File: config.mk
export PLATFORM = sky130hd
export DESIGN_NAME = exhaustion_confirm_qualifier
export DESIGN_NICKNAME = d
export VERILOG_FILES = /design/src/sv/ecq_pkg.sv /design/src/sv/exhaustion_confirm_qualifier.sv
export SDC_FILE = /design/constraint.sdc
export NUM_CORES = 1
export LEC_CHECK = 0
export BUFFER_PORTS_ARGS = -buffer_cell sky130_fd_sc_hd__buf_2
export CAP_MARGIN = 10
export CORE_ASPECT_RATIO = 0.9
export CORE_MARGIN = 10
export CORE_UTILIZATION = 25
export CTS_CLUSTER_SIZE = 10
export DETAILED_ROUTE_END_ITERATION = 12
export PLACE_DENSITY = 0.49
export SLEW_MARGIN = 15
export SYNTH_ARGS = -nofsm -noshare
export SYNTH_HDL_FRONTEND = slang
export SYNTH_SLANG_ARGS = --single-unit
File: constraint.sdc
create_clock -name clk -period 8.24 [get_ports clk]
set_clock_uncertainty 0.2 [all_clocks]
set_input_delay 0.412 -clock clk [delete_from_list [all_inputs] [get_ports clk]]
set_output_delay 0.412 -clock clk [all_outputs]
set_load 0.01 [all_outputs]
File: src/sv/ecq_pkg.sv
// Shared types and constants for the exhaustion confirmation qualifier.
`timescale 1ns / 1ps

package ecq_pkg;

	// Fixed field widths
	localparam int unsigned GEN_W    = 32;
	localparam int unsigned FCNT_W   = 16;
	localparam int unsigned CODE_W   = 2;
	localparam int unsigned MODE_W   = 2;
	localparam int unsigned MINOBS_W = 16;
	localparam int unsigned MSTAB_W  = 32;
	localparam int unsigned TOUT_W   = 32;
	localparam int unsigned MASK_W   = 3;
	localparam int unsigned DATA_W   = 32;
	localparam int unsigned ADDR_W   = 4;
	localparam int unsigned REGSEL_W = 2;

	// Item modes
	localparam logic [MODE_W-1:0] MODE_TICK   = 2'd0;
	localparam logic [MODE_W-1:0] MODE_REPORT = 2'd1;
	localparam logic [MODE_W-1:0] MODE_CLEAR  = 2'd2;

	// Planner status codes
	localparam logic [CODE_W-1:0] ST_OTHER          = 2'd0;
	localparam logic [CODE_W-1:0] ST_NO_FRONTIERS   = 2'd1;
	localparam logic [CODE_W-1:0] ST_NO_REACHABLE   = 2'd2;
	localparam logic [CODE_W-1:0] ST_NO_SELECTABLE  = 2'd3;

	// Register indexes (byte address / 4)
	localparam logic [REGSEL_W-1:0] REG_MIN_OBS     = 2'd0;
	localparam logic [REGSEL_W-1:0] REG_MIN_STABLE  = 2'd1;
	localparam logic [REGSEL_W-1:0] REG_TIMEOUT     = 2'd2;
	localparam logic [REGSEL_W-1:0] REG_ALLOW_MASK  = 2'd3;

	// Register reset values
	localparam logic [MINOBS_W-1:0] MIN_OBS_RST    = 16'd3;
	localparam logic [MSTAB_W-1:0]  MIN_STABLE_RST = 32'd0;
	localparam logic [TOUT_W-1:0]   TIMEOUT_RST    = 32'd1000;
	localparam logic [MASK_W-1:0]   ALLOW_MASK_RST = 3'b111;

	typedef enum logic [1:0] {
		KIND_NONE          = 2'd0,
		KIND_NO_FRONTIERS  = 2'd1,
		KIND_NO_REACHABLE  = 2'd2,
		KIND_NO_SELECTABLE = 2'd3
	} kind_t;

	typedef enum logic [3:0] {
		RSN_INIT          = 4'd0,
		RSN_NO_PLAN       = 4'd1,
		RSN_RESTARTED     = 4'd2,
		RSN_NOT_EXHAUSTED = 4'd3,
		RSN_INADMISSIBLE  = 4'd4,
		RSN_STALE         = 4'd5,
		RSN_OBSERVED      = 4'd6,
		RSN_CONFIRMED     = 4'd7,
		RSN_CLEARED       = 4'd8
	} reason_t;

endpackage

File: src/sv/exhaustion_confirm_qualifier.sv
// Exhaustion confirmation qualifier: classifies plan reports and confirms exhaustion.
`timescale 1ns / 1ps
//
//  channel | direction | handshake          | payload
//  --------+-----------+--------------------+------------------------------------------
//  in      | sink      | in_valid/in_stall  | mode, now_ms, received_at_ms, plan_seq, ...
//  out     | source    | out_valid/out_stall| status_seen, ..., held_status_code
//  cfg     | APB slave | psel/penable/pready| four registers at byte address 4*i
//
//  One transaction per cycle sustained while out_stall is low. An accepted transaction
//  is held in the input register; when it advances, its result is loaded into the
//  state/result registers and out_valid is raised.
//  The state update is one pass of compares, two subtractions and a counter increment
//  feeding back on itself.
//  arst_n clears all state and restores the register defaults; no clearing pass.
//  A stalled result holds the state, and the input register stalls behind it.

module exhaustion_confirm_qualifier #(
	parameter int unsigned TIME_WIDTH  = 32,
	parameter int unsigned SEQ_WIDTH   = 32,
	parameter int unsigned COUNT_WIDTH = 16
) (
	input  logic                                   clk,
	input  logic                                   arst_n,

	// input channel
	input  logic                                   in_valid,
	output logic                                   in_stall,
	input  logic [ecq_pkg::MODE_W-1:0]             mode,
	input  logic [TIME_WIDTH-1:0]                  now_ms,
	input  logic [TIME_WIDTH-1:0]                  received_at_ms,
	input  logic [SEQ_WIDTH-1:0]                   plan_seq,
	input  logic [ecq_pkg::GEN_W-1:0]              map_gen,
	input  logic [ecq_pkg::GEN_W-1:0]              planned_gen,
	input  logic [ecq_pkg::FCNT_W-1:0]             detected_count,
	input  logic [ecq_pkg::FCNT_W-1:0]             reachable_count,
	input  logic [ecq_pkg::CODE_W-1:0]             status_code,
	input  logic                                   explore_on,
	input  logic                                   goal_busy,
	input  logic                                   handover_busy,

	// output channel
	output logic                                   out_valid,
	input  logic                                   out_stall,
	output logic                                   status_seen,
	output logic                                   report_recent,
	output logic                                   candidate,
	output logic                                   confirmed,
	output logic [1:0]                             depletion_kind,
	output logic [COUNT_WIDTH-1:0]                 observation_count,
	output logic [TIME_WIDTH-1:0]                  stable_ms,
	output logic [SEQ_WIDTH-1:0]                   last_plan_seq,
	output logic [3:0]                             reason_code,
	output logic [ecq_pkg::GEN_W-1:0]              held_map_gen,
	output logic [ecq_pkg::GEN_W-1:0]              held_planned_gen,
	output logic [ecq_pkg::CODE_W-1:0]             held_status_code,

	// configuration port
	input  logic                                   psel,
	input  logic                                   penable,
	input  logic                                   pwrite,
	input  logic [ecq_pkg::ADDR_W-1:0]             paddr,
	input  logic [ecq_pkg::DATA_W-1:0]             pwdata,
	output logic [ecq_pkg::DATA_W-1:0]             prdata,
	output logic                                   pready
);

	// Compare widths wide enough for a value and its register (32-bit time, 16-bit count)
	localparam int unsigned TCMP_W = (TIME_WIDTH > ecq_pkg::MSTAB_W) ?
		TIME_WIDTH : ecq_pkg::MSTAB_W;
	localparam int unsigned OCMP_W = (COUNT_WIDTH > ecq_pkg::MINOBS_W) ?
		COUNT_WIDTH : ecq_pkg::MINOBS_W;

	typedef struct packed {
		logic                         active;
		logic                         confirmed;
		ecq_pkg::kind_t               kind;
		logic [COUNT_WIDTH-1:0]       obs;
		logic [TIME_WIDTH-1:0]        stable;
		logic [TIME_WIDTH-1:0]        start;
		logic [ecq_pkg::GEN_W-1:0]    map_gen;
		logic [ecq_pkg::GEN_W-1:0]    planned_gen;
	} cand_t;

	// ---------------------------------------------------------------
	// Configuration registers
	// ---------------------------------------------------------------
	logic [ecq_pkg::MINOBS_W-1:0] min_obs_q;
	logic [ecq_pkg::MSTAB_W-1:0]  min_stable_q;
	logic [ecq_pkg::TOUT_W-1:0]   timeout_q;
	logic [ecq_pkg::MASK_W-1:0]   allow_mask_q;
	logic                         cfg_wr;
	logic [ecq_pkg::REGSEL_W-1:0] reg_sel;

	assign pready  = 1'b1;
	assign reg_sel = paddr[ecq_pkg::ADDR_W-1:2];
	assign cfg_wr  = psel && penable && pwrite && pready;

	// Write the addressed register
	always_ff @(posedge clk or negedge arst_n) begin
		if (!arst_n) begin
			min_obs_q    <= ecq_pkg::MIN_OBS_RST;
			min_stable_q <= ecq_pkg::MIN_STABLE_RST;
			timeout_q    <= ecq_pkg::TIMEOUT_RST;
			allow_mask_q <= ecq_pkg::ALLOW_MASK_RST;
		end else if (cfg_wr) begin
			unique case (reg_sel)
				ecq_pkg::REG_MIN_OBS:    min_obs_q    <= pwdata[ecq_pkg::MINOBS_W-1:0];
				ecq_pkg::REG_MIN_STABLE: min_stable_q <= pwdata[ecq_pkg::MSTAB_W-1:0];
				ecq_pkg::REG_TIMEOUT:    timeout_q    <= pwdata[ecq_pkg::TOUT_W-1:0];
				ecq_pkg::REG_ALLOW_MASK: allow_mask_q <= pwdata[ecq_pkg::MASK_W-1:0];
				default: ;
			endcase
		end
	end

	// Read back the addressed register
	always_comb begin
		unique case (reg_sel)
			ecq_pkg::REG_MIN_OBS:    prdata = ecq_pkg::DATA_W'(min_obs_q);
			ecq_pkg::REG_MIN_STABLE: prdata = ecq_pkg::DATA_W'(min_stable_q);
			ecq_pkg::REG_TIMEOUT:    prdata = ecq_pkg::DATA_W'(timeout_q);
			ecq_pkg::REG_ALLOW_MASK: prdata = ecq_pkg::DATA_W'(allow_mask_q);
			default:                 prdata = '0;
		endcase
	end

	// ---------------------------------------------------------------
	// Input register
	// ---------------------------------------------------------------
	logic                          valid_s1;
	logic                          advance;
	logic                          in_take;
	logic [ecq_pkg::MODE_W-1:0]    mode_s1;
	logic [TIME_WIDTH-1:0]         now_s1;
	logic [TIME_WIDTH-1:0]         rx_s1;
	logic [SEQ_WIDTH-1:0]          seq_s1;
	logic [ecq_pkg::GEN_W-1:0]     mg_s1;
	logic [ecq_pkg::GEN_W-1:0]     pg_s1;
	logic [ecq_pkg::FCNT_W-1:0]    det_s1;
	logic [ecq_pkg::FCNT_W-1:0]    reach_s1;
	logic [ecq_pkg::CODE_W-1:0]    code_s1;
	logic                          run_s1;
	logic                          goal_s1;
	logic                          hand_s1;
	logic                          out_valid_q;

	// The stage moves on whenever the result register is free or being emptied
	assign advance  = valid_s1 && (!out_valid_q || !out_stall);
	assign in_stall = valid_s1 && !advance;
	assign in_take  = in_valid && !in_stall;

	always_ff @(posedge clk or negedge arst_n) begin
		if (!arst_n) begin
			valid_s1 <= 1'b0;
		end else if (in_take) begin
			valid_s1 <= 1'b1;
		end else if (advance) begin
			valid_s1 <= 1'b0;
		end
	end

	// Capture the payload of an accepted transaction
	always_ff @(posedge clk) begin
		if (in_take) begin
			mode_s1  <= mode;
			now_s1   <= now_ms;
			rx_s1    <= received_at_ms;
			seq_s1   <= plan_seq;
			mg_s1    <= map_gen;
			pg_s1    <= planned_gen;
			det_s1   <= detected_count;
			reach_s1 <= reachable_count;
			code_s1  <= status_code;
			run_s1   <= explore_on;
			goal_s1  <= goal_busy;
			hand_s1  <= handover_busy;
		end
	end

	// ---------------------------------------------------------------
	// State, which is also the result register
	// ---------------------------------------------------------------
	logic                          seen_q, fresh_q;
	cand_t                         cand_q;
	logic [TIME_WIDTH-1:0]         last_rx_q;
	logic [SEQ_WIDTH-1:0]          seq_q;
	logic [ecq_pkg::GEN_W-1:0]     echo_mg_q, echo_pg_q;
	logic [ecq_pkg::CODE_W-1:0]    echo_code_q;
	ecq_pkg::reason_t              reason_q;

	logic                          seen_n, fresh_n;
	cand_t                         cand_n;
	logic [TIME_WIDTH-1:0]         last_rx_n;
	logic [SEQ_WIDTH-1:0]          seq_n;
	logic [ecq_pkg::GEN_W-1:0]     echo_mg_n, echo_pg_n;
	logic [ecq_pkg::CODE_W-1:0]    echo_code_n;
	ecq_pkg::reason_t              reason_n;

	// Report decode
	logic                          is_report;
	logic [TIME_WIDTH-1:0]         rx_eff;
	logic [TIME_WIDTH-1:0]         age;
	logic                          age_ok;
	ecq_pkg::kind_t                kind;
	logic                          admit;
	logic [TIME_WIDTH-1:0]         elapsed;
	logic                          elapsed_ok;

	assign is_report = (mode_s1 == ecq_pkg::MODE_REPORT);
	assign rx_eff    = is_report ? rx_s1 : last_rx_q;
	assign age       = (now_s1 >= rx_eff) ? (now_s1 - rx_eff) : '0;
	assign age_ok    = TCMP_W'(age) <= TCMP_W'(timeout_q);

	// Classify the report into an exhaustion kind
	always_comb begin
		priority if (code_s1 == ecq_pkg::ST_NO_FRONTIERS && det_s1 == '0 && reach_s1 == '0)
			kind = ecq_pkg::KIND_NO_FRONTIERS;
		else if (code_s1 == ecq_pkg::ST_NO_REACHABLE && det_s1 != '0 && reach_s1 == '0)
			kind = ecq_pkg::KIND_NO_REACHABLE;
		else if (code_s1 == ecq_pkg::ST_NO_SELECTABLE && det_s1 != '0)
			kind = ecq_pkg::KIND_NO_SELECTABLE;
		else
			kind = ecq_pkg::KIND_NONE;
	end

	assign admit = ((kind == ecq_pkg::KIND_NO_FRONTIERS  && allow_mask_q[0]) ||
	                (kind == ecq_pkg::KIND_NO_REACHABLE  && allow_mask_q[1]) ||
	                (kind == ecq_pkg::KIND_NO_SELECTABLE && allow_mask_q[2])) &&
	               run_s1 && !goal_s1 && !hand_s1;

	// Next-state logic for one transaction
	always_comb begin
		seen_n      = seen_q;
		fresh_n     = fresh_q;
		cand_n      = cand_q;
		last_rx_n   = last_rx_q;
		seq_n       = seq_q;
		echo_mg_n   = echo_mg_q;
		echo_pg_n   = echo_pg_q;
		echo_code_n = echo_code_q;
		reason_n    = reason_q;
		elapsed     = '0;
		elapsed_ok  = 1'b0;

		unique case (mode_s1)
			ecq_pkg::MODE_CLEAR: begin
				seen_n      = 1'b0;
				fresh_n     = 1'b0;
				cand_n      = '0;
				last_rx_n   = '0;
				seq_n       = '0;
				echo_mg_n   = '0;
				echo_pg_n   = '0;
				echo_code_n = '0;
				reason_n    = ecq_pkg::RSN_CLEARED;
			end
			ecq_pkg::MODE_REPORT: begin
				seen_n      = 1'b1;
				last_rx_n   = rx_s1;
				fresh_n     = age_ok;
				echo_mg_n   = mg_s1;
				echo_pg_n   = pg_s1;
				echo_code_n = code_s1;
				if (seq_s1 == '0) begin
					// No plan: drop an unconfirmed candidate
					if (!cand_q.confirmed) begin
						cand_n   = '0;
						reason_n = ecq_pkg::RSN_NO_PLAN;
					end
				end else if (seq_s1 == seq_q) begin
					// Repeated report: freshness check only
					if (!age_ok && !cand_q.confirmed) begin
						cand_n   = '0;
						reason_n = ecq_pkg::RSN_STALE;
					end
				end else begin
					seq_n = seq_s1;
					// A restarted planner drops the candidate before the report is taken
					if (seq_s1 < seq_q)
						cand_n = '0;
					if (!admit) begin
						cand_n   = '0;
						reason_n = (kind == ecq_pkg::KIND_NONE) ?
							ecq_pkg::RSN_NOT_EXHAUSTED : ecq_pkg::RSN_INADMISSIBLE;
					end else begin
						if (cand_n.active && cand_n.kind == kind &&
						    cand_n.map_gen == mg_s1 && cand_n.planned_gen == pg_s1) begin
							// Same candidate: count and measure its age
							if (cand_n.obs != '1)
								cand_n.obs = cand_n.obs + COUNT_WIDTH'(1);
							if (now_s1 >= cand_n.start) begin
								elapsed    = now_s1 - cand_n.start;
								elapsed_ok = TCMP_W'(elapsed) >= TCMP_W'(min_stable_q);
							end
							cand_n.stable = elapsed;
						end else begin
							// New candidate
							cand_n.active      = 1'b1;
							cand_n.confirmed   = 1'b0;
							cand_n.kind        = kind;
							cand_n.obs         = COUNT_WIDTH'(1);
							cand_n.stable      = '0;
							cand_n.start       = now_s1;
							cand_n.map_gen     = mg_s1;
							cand_n.planned_gen = pg_s1;
							elapsed_ok         = (min_stable_q == '0);
						end
						reason_n = ecq_pkg::RSN_OBSERVED;
						if (OCMP_W'(cand_n.obs) >= OCMP_W'(min_obs_q) && elapsed_ok) begin
							cand_n.confirmed = 1'b1;
							reason_n         = ecq_pkg::RSN_CONFIRMED;
						end
					end
				end
			end
			default: begin
				// Tick: refresh freshness, drop a stale unconfirmed candidate
				fresh_n = seen_q && age_ok;
				if (!fresh_n && !cand_q.confirmed) begin
					cand_n   = '0;
					reason_n = ecq_pkg::RSN_STALE;
				end
			end
		endcase
	end

	// Commit the state when the transaction moves into the result register
	always_ff @(posedge clk or negedge arst_n) begin
		if (!arst_n) begin
			seen_q      <= 1'b0;
			fresh_q     <= 1'b0;
			cand_q      <= '0;
			last_rx_q   <= '0;
			seq_q       <= '0;
			echo_mg_q   <= '0;
			echo_pg_q   <= '0;
			echo_code_q <= '0;
			reason_q    <= ecq_pkg::RSN_INIT;
		end else if (advance) begin
			seen_q      <= seen_n;
			fresh_q     <= fresh_n;
			cand_q      <= cand_n;
			last_rx_q   <= last_rx_n;
			seq_q       <= seq_n;
			echo_mg_q   <= echo_mg_n;
			echo_pg_q   <= echo_pg_n;
			echo_code_q <= echo_code_n;
			reason_q    <= reason_n;
		end
	end

	// Hold the result valid until it is taken
	always_ff @(posedge clk or negedge arst_n) begin
		if (!arst_n) begin
			out_valid_q <= 1'b0;
		end else if (advance) begin
			out_valid_q <= 1'b1;
		end else if (!out_stall) begin
			out_valid_q <= 1'b0;
		end
	end

	assign out_valid         = out_valid_q;
	assign status_seen       = seen_q;
	assign report_recent     = fresh_q;
	assign candidate         = cand_q.active;
	assign confirmed         = cand_q.confirmed;
	assign depletion_kind    = cand_q.kind;
	assign observation_count = cand_q.obs;
	assign stable_ms         = cand_q.stable;
	assign last_plan_seq     = seq_q;
	assign reason_code       = reason_q;
	assign held_map_gen      = echo_mg_q;
	assign held_planned_gen  = echo_pg_q;
	assign held_status_code  = echo_code_q;

	// ---------------------------------------------------------------
	// Assertions
	// ---------------------------------------------------------------
	a_confirm_needs_cand: assert property (@(posedge clk) disable iff (!arst_n)
		cand_q.confirmed |-> cand_q.active)
		else $error("confirmed without a candidate");

	a_cand_has_kind: assert property (@(posedge clk) disable iff (!arst_n)
		cand_q.active |-> (cand_q.kind != ecq_pkg::KIND_NONE && cand_q.obs != '0))
		else $error("candidate with no kind or no observation");

	a_fresh_needs_seen: assert property (@(posedge clk) disable iff (!arst_n)
		fresh_q |-> seen_q)
		else $error("fresh status without any report");

	a_clear_result: assert property (@(posedge clk) disable iff (!arst_n)
		(advance && mode_s1 == ecq_pkg::MODE_CLEAR) |=>
		(reason_q == ecq_pkg::RSN_CLEARED && !seen_q && !cand_q.active))
		else $error("clear did not reset the state");

	a_stalled_result_holds: assert property (@(posedge clk) disable iff (!arst_n)
		(out_valid_q && out_stall) |=> ($stable(cand_q) && $stable(reason_q)))
		else $error("state changed under a stalled result");

endmodule

==> run_results.csv <==
group,metric,value,unit
synthesis,yosysWarnings,0,
final_layout,multiInputGateArea,13200,sq um
place,place_hpwl,80.5,mm
setup_path,reg2reg_from,"last_plan_seq[23]",
timing,fin_tns_setup,0,ps
grt,grt_use_total,15.7,%
final_layout,final_cells,5210,
grt,grt_first_pass_wirelength,160,mm
timing,drv_slew,0,
final_layout,final_cell_area,38300,sq um
clock_network,clockBufferDepth,3,
setup_path,critical_path.startpoint_type,"register",
timing,max_freq,132,MHz
synthesis,ys_seq_elements,568,
synthesis,synth_cell_type_count,87,
clock_network,ctsResizeCount,0,
final_layout,drive_above_1_share,18.2,%
synthesis,async_flop_share,65.0,%
place,place_area,33600,sq um
synthesis,synth_fp_nets,3364,
synthesis,synth_fa_ha_area_share,7.72,%
setup_path,setup.worst_path.class,"reg2reg",
clock_network,cts-root-buf,"clkbuf_16",
setup_path,reg2reg_depth,32,
grt,grt.overflow.total,0,
place,port_buffers,429,
drt,viasPerCell,4.64,
drt,antenna_left,0,
timing,post-route-min-period,7570,ps
final_layout,nets,3975,
timing,finalSetupViolations,0,
final_layout,fillers,12200,
die,fp.dieW,384,microns
setup_path,critical_path_arrival,7930,ps
synthesis,yosys.area_share.xor_xnor,2.55,%
outcome,status,"complete, no violations",
die,start_util,25.1,%
setup_path,worst_setup_path_end_kind,"register",
place,dp_cells,4826,
grt,first_global_vias,24300,
synthesis,synth_edf_count,199,
power_and_ir_drop,p_leak,16.8,nW
setup_path,cpPeakStageDelay,440,ps
final_layout,synthToLayoutAreaGrowth,28.4,%
setup_path,path_max_fanout,28,
grt,grt_start_max_net_pins,149,
flow_run,drv_cap,0,
synthesis,synth_mux_area_share,1.70,%
timing,hold_viol,0,
worst_hold_path,hold_class,"in2async",
synthesis,synth_area,29800,sq um
timing,fin_crit_sh,91.9,%
timing,tightest_slew,908,ps
clock_network,clk_latency,640,ps
timing,slew-limit-headroom,39.4,%
die,core-area,119000,sq um
die,chipHeight,348,microns
setup_path,r2r_setup_slack,670,ps
drt,drc_errors,0,
setup_path,r2r-end,"reason_code[0]",
drt,wl,108,mm
clock_network,numCtsBuffers,73,
power_and_ir_drop,p_per_area,219,nW/um^2
clock_network,cts_tree,"built",
setup_path,cpMostUsedCell,"o21ai_0",
setup_path,slowest_stage,"fa_1",
synthesis,syn_inst,2939,
final_layout,seq_area,15200,sq um
synthesis,synth_top_family_by_area,"compound AO/OA/AOI/OAI gates",
synthesis,synth_top_area_share,30.0,%
synthesis,ys_seq_area_share,51.0,%
drt,wire_per_inst,20.7,microns
setup_path,critPathLaunch,"last_plan_seq[23]",
drt,first_pass_iters,5,
synthesis,synth-compound-area-share,16.8,%
synthesis,avgSynthCellArea,10.2,sq um
die,rows,120,
setup_path,endpoint,"reason_code[0]",
synthesis,synth_top_cell_by_area,"dfrtp_1",
synthesis,synth-main-ff-cell,"dfrtp_1",
clock_network,cts_sinks,568,
place,place.gp.congestion,0.857,
setup_path,required,8600,ps
power_and_ir_drop,vdd_drop_max,173,uV
die,die_area,134000,sq um
drt,vias,24200,
die,io_pins,433,
drt,drtIter0Drc,1500,
synthesis,synth-simple-area-share,15.3,%
clock_network,htreeDepth,3,
timing,rsz0062_at_grt,"no",
synthesis,synthTopCellsByArea,"dfrtp_1 (30%), edfxtp_1 (20%), ha_1 (7.6%)",
clock_network,path_clk_slew,50,ps
grt,antenna_found_initial,16,
[stage by stage]
step / worst slack (ps) / utilization, % / hold WS, ps / total power, mW
6_report: 669 / 32.3 / 236 / 8.40
4_1_cts: 491 / 32.2 / 221 / 8.53
5_1_grt: 18.2 / 32.3 / 242 / 8.86
2_1_floorplan: 1610 / - / -83.6 / 4.44
3_5_place_dp: 513 / 28.3 / 262 / 5.20
3_3_place_gp: 550 / 28.3 / 256 / 5.18
[how the worst min path moves through the flow]
stage / endpoint / start / slack [ps] / depth (start not counted)
2_1_floorplan: cand_q[0] / arst_n / -80 / 0
3_3_place_gp: last_rx_q[6] / last_rx_q[6] / 260 / 2
6_report: held_planned_gen[1] / arst_n / 240 / 2
5_1_grt: seq_s1[10] / plan_seq[10] / 240 / 2
4_1_cts: seq_s1[7] / plan_seq[7] / 220 / 2
3_5_place_dp: reason_code[3] / reason_code[3] / 260 / 2
[registers in the layout (all words and copies together) (netlist names), 3 cells and up]
name	cells
reach_s1	16
last_rx_q	32
last_plan_seq	32
pg_s1	32
stable_ms	32
timeout_q	32
cand_q	96
seq_s1	32
held_planned_gen	32
now_s1	32
min_obs_q	16
rx_s1	32
observation_count	16
det_s1	16
reason_code	4
held_map_gen	32
min_stable_q	32
allow_mask_q	3
mg_s1	32
[cell families (layout without fill, tap and decap cells)]
logic type	count (synthesis)	after routing
and+or+nand+nor	982	982
DFF	568	568
xor gates and xnor gates	87	87
adders and majority gates	183	183
muxes	44	44
AOI/OAI and AO/OA	744	744
buffers and inverters	330	1000
other	1	16
[critical path, delay by kind of cell (launching register included)]
kind / cells / cell delay (ps)
and+or+nand+nor: 6 / 710
DFF: 1 / 380
buffers and inverters: 4 / 710
adders and majority gates: 4 / 1300
AOI/OAI and AO/OA: 17 / 3760
muxes: 1 / 400
[routing by layer]
layer | global-route usage, % | vias to the layer above | wire length (microns)
met5 | 0 | - | 50
li1 | - | 11800 | -
met2 | 23.5 | 601 | 46700
met1 | 22.0 | 11700 | 51100
met4 | 4.68 | 8 | 3060
met3 | 3.80 | 143 | 6730
[cells in the mapped netlist, types with 6 or more instances]
library cell  count
ha_1            181
nand4_1          53
o22ai_1          13
nand3_1          71
a31oi_1          12
or4_1             6
o21a_1           23
buf_1            12
a22o_1          120
o21ai_0         263
nor2b_1          15
and3_1           12
buf_2            11
nor2_1          118
o311ai_0          6
a2111oi_0         8
inv_1           156
xor2_1           28
o21bai_1          8
xnor2_1          59
nor3b_1           8
or3_1             8
dfstp_2          11
clkbuf_1         94
and2_1           15
a21boi_0         39
nor3_1           37
and4_1            9
a21o_1           67
mux2_2           23
dfrtp_1         358
or2_2            15
nand2b_1         55
o31ai_1          17
mux2i_1          18
o2111ai_1         7
a211oi_1         13
edfxtp_1        199
o211ai_1         11
nor4_1           46
nand2_1         500
buf_4            53
a21oi_1          79
[repair_timing]
| action | CTS | global route |
|---|---|---|
| buffers inserted | 0 | 0 |
| hold buffers | 235 | 0 |
| hold endpoints to repair | 385 | 0 |
[layout make-up]
type	instances	share of cell area (%)
Clock inverter	18	0.633
Clock buffer	116	5.48
Tap cell	1586	5.18
Timing Repair Buffer	710	12.9
Inverter	156	1.53
Antenna cell	15	0.0979
Sequential cell	568	39.7
Multi-Input combinational cell	2041	34.5
[report_power, final]
| group | leakage (nW) | total, mW | switching, mW | internal, mW |
|---|---|---|---|---|
| Sequential | 6.81 | 3.41 | 0.201 | 3.21 |
| Clock | 1.14 | 3.18 | 1.29 | 1.88 |
| Combinational | 8.83 | 1.82 | 1.11 | 0.704 |
| Total | 16.8 | 8.40 | 2.61 | 5.80 |
[cells in the final DEF, fill, tap and decap left out, types with 23 or more instances in the layout]
master and n:
nand2_1 500, xor2_1 28, dfrtp_1 358, nor4_1 45, inv_1 156, xnor2_1 59
buf_4 40, clkbuf_1 34, a21oi_1 78, edfxtp_1 199, dlygate4sd3_1 235, nor2_1 118
o21ai_0 263, a21o_1 66, a21boi_0 39, ha_1 180, clkbuf_16 75, nand2b_1 54
nand3_1 71, buf_2 428, nor3_1 37, o21a_1 23, a22o_1 120, mux2_2 23
nand4_1 53
(Power assumes the default switching activity.)
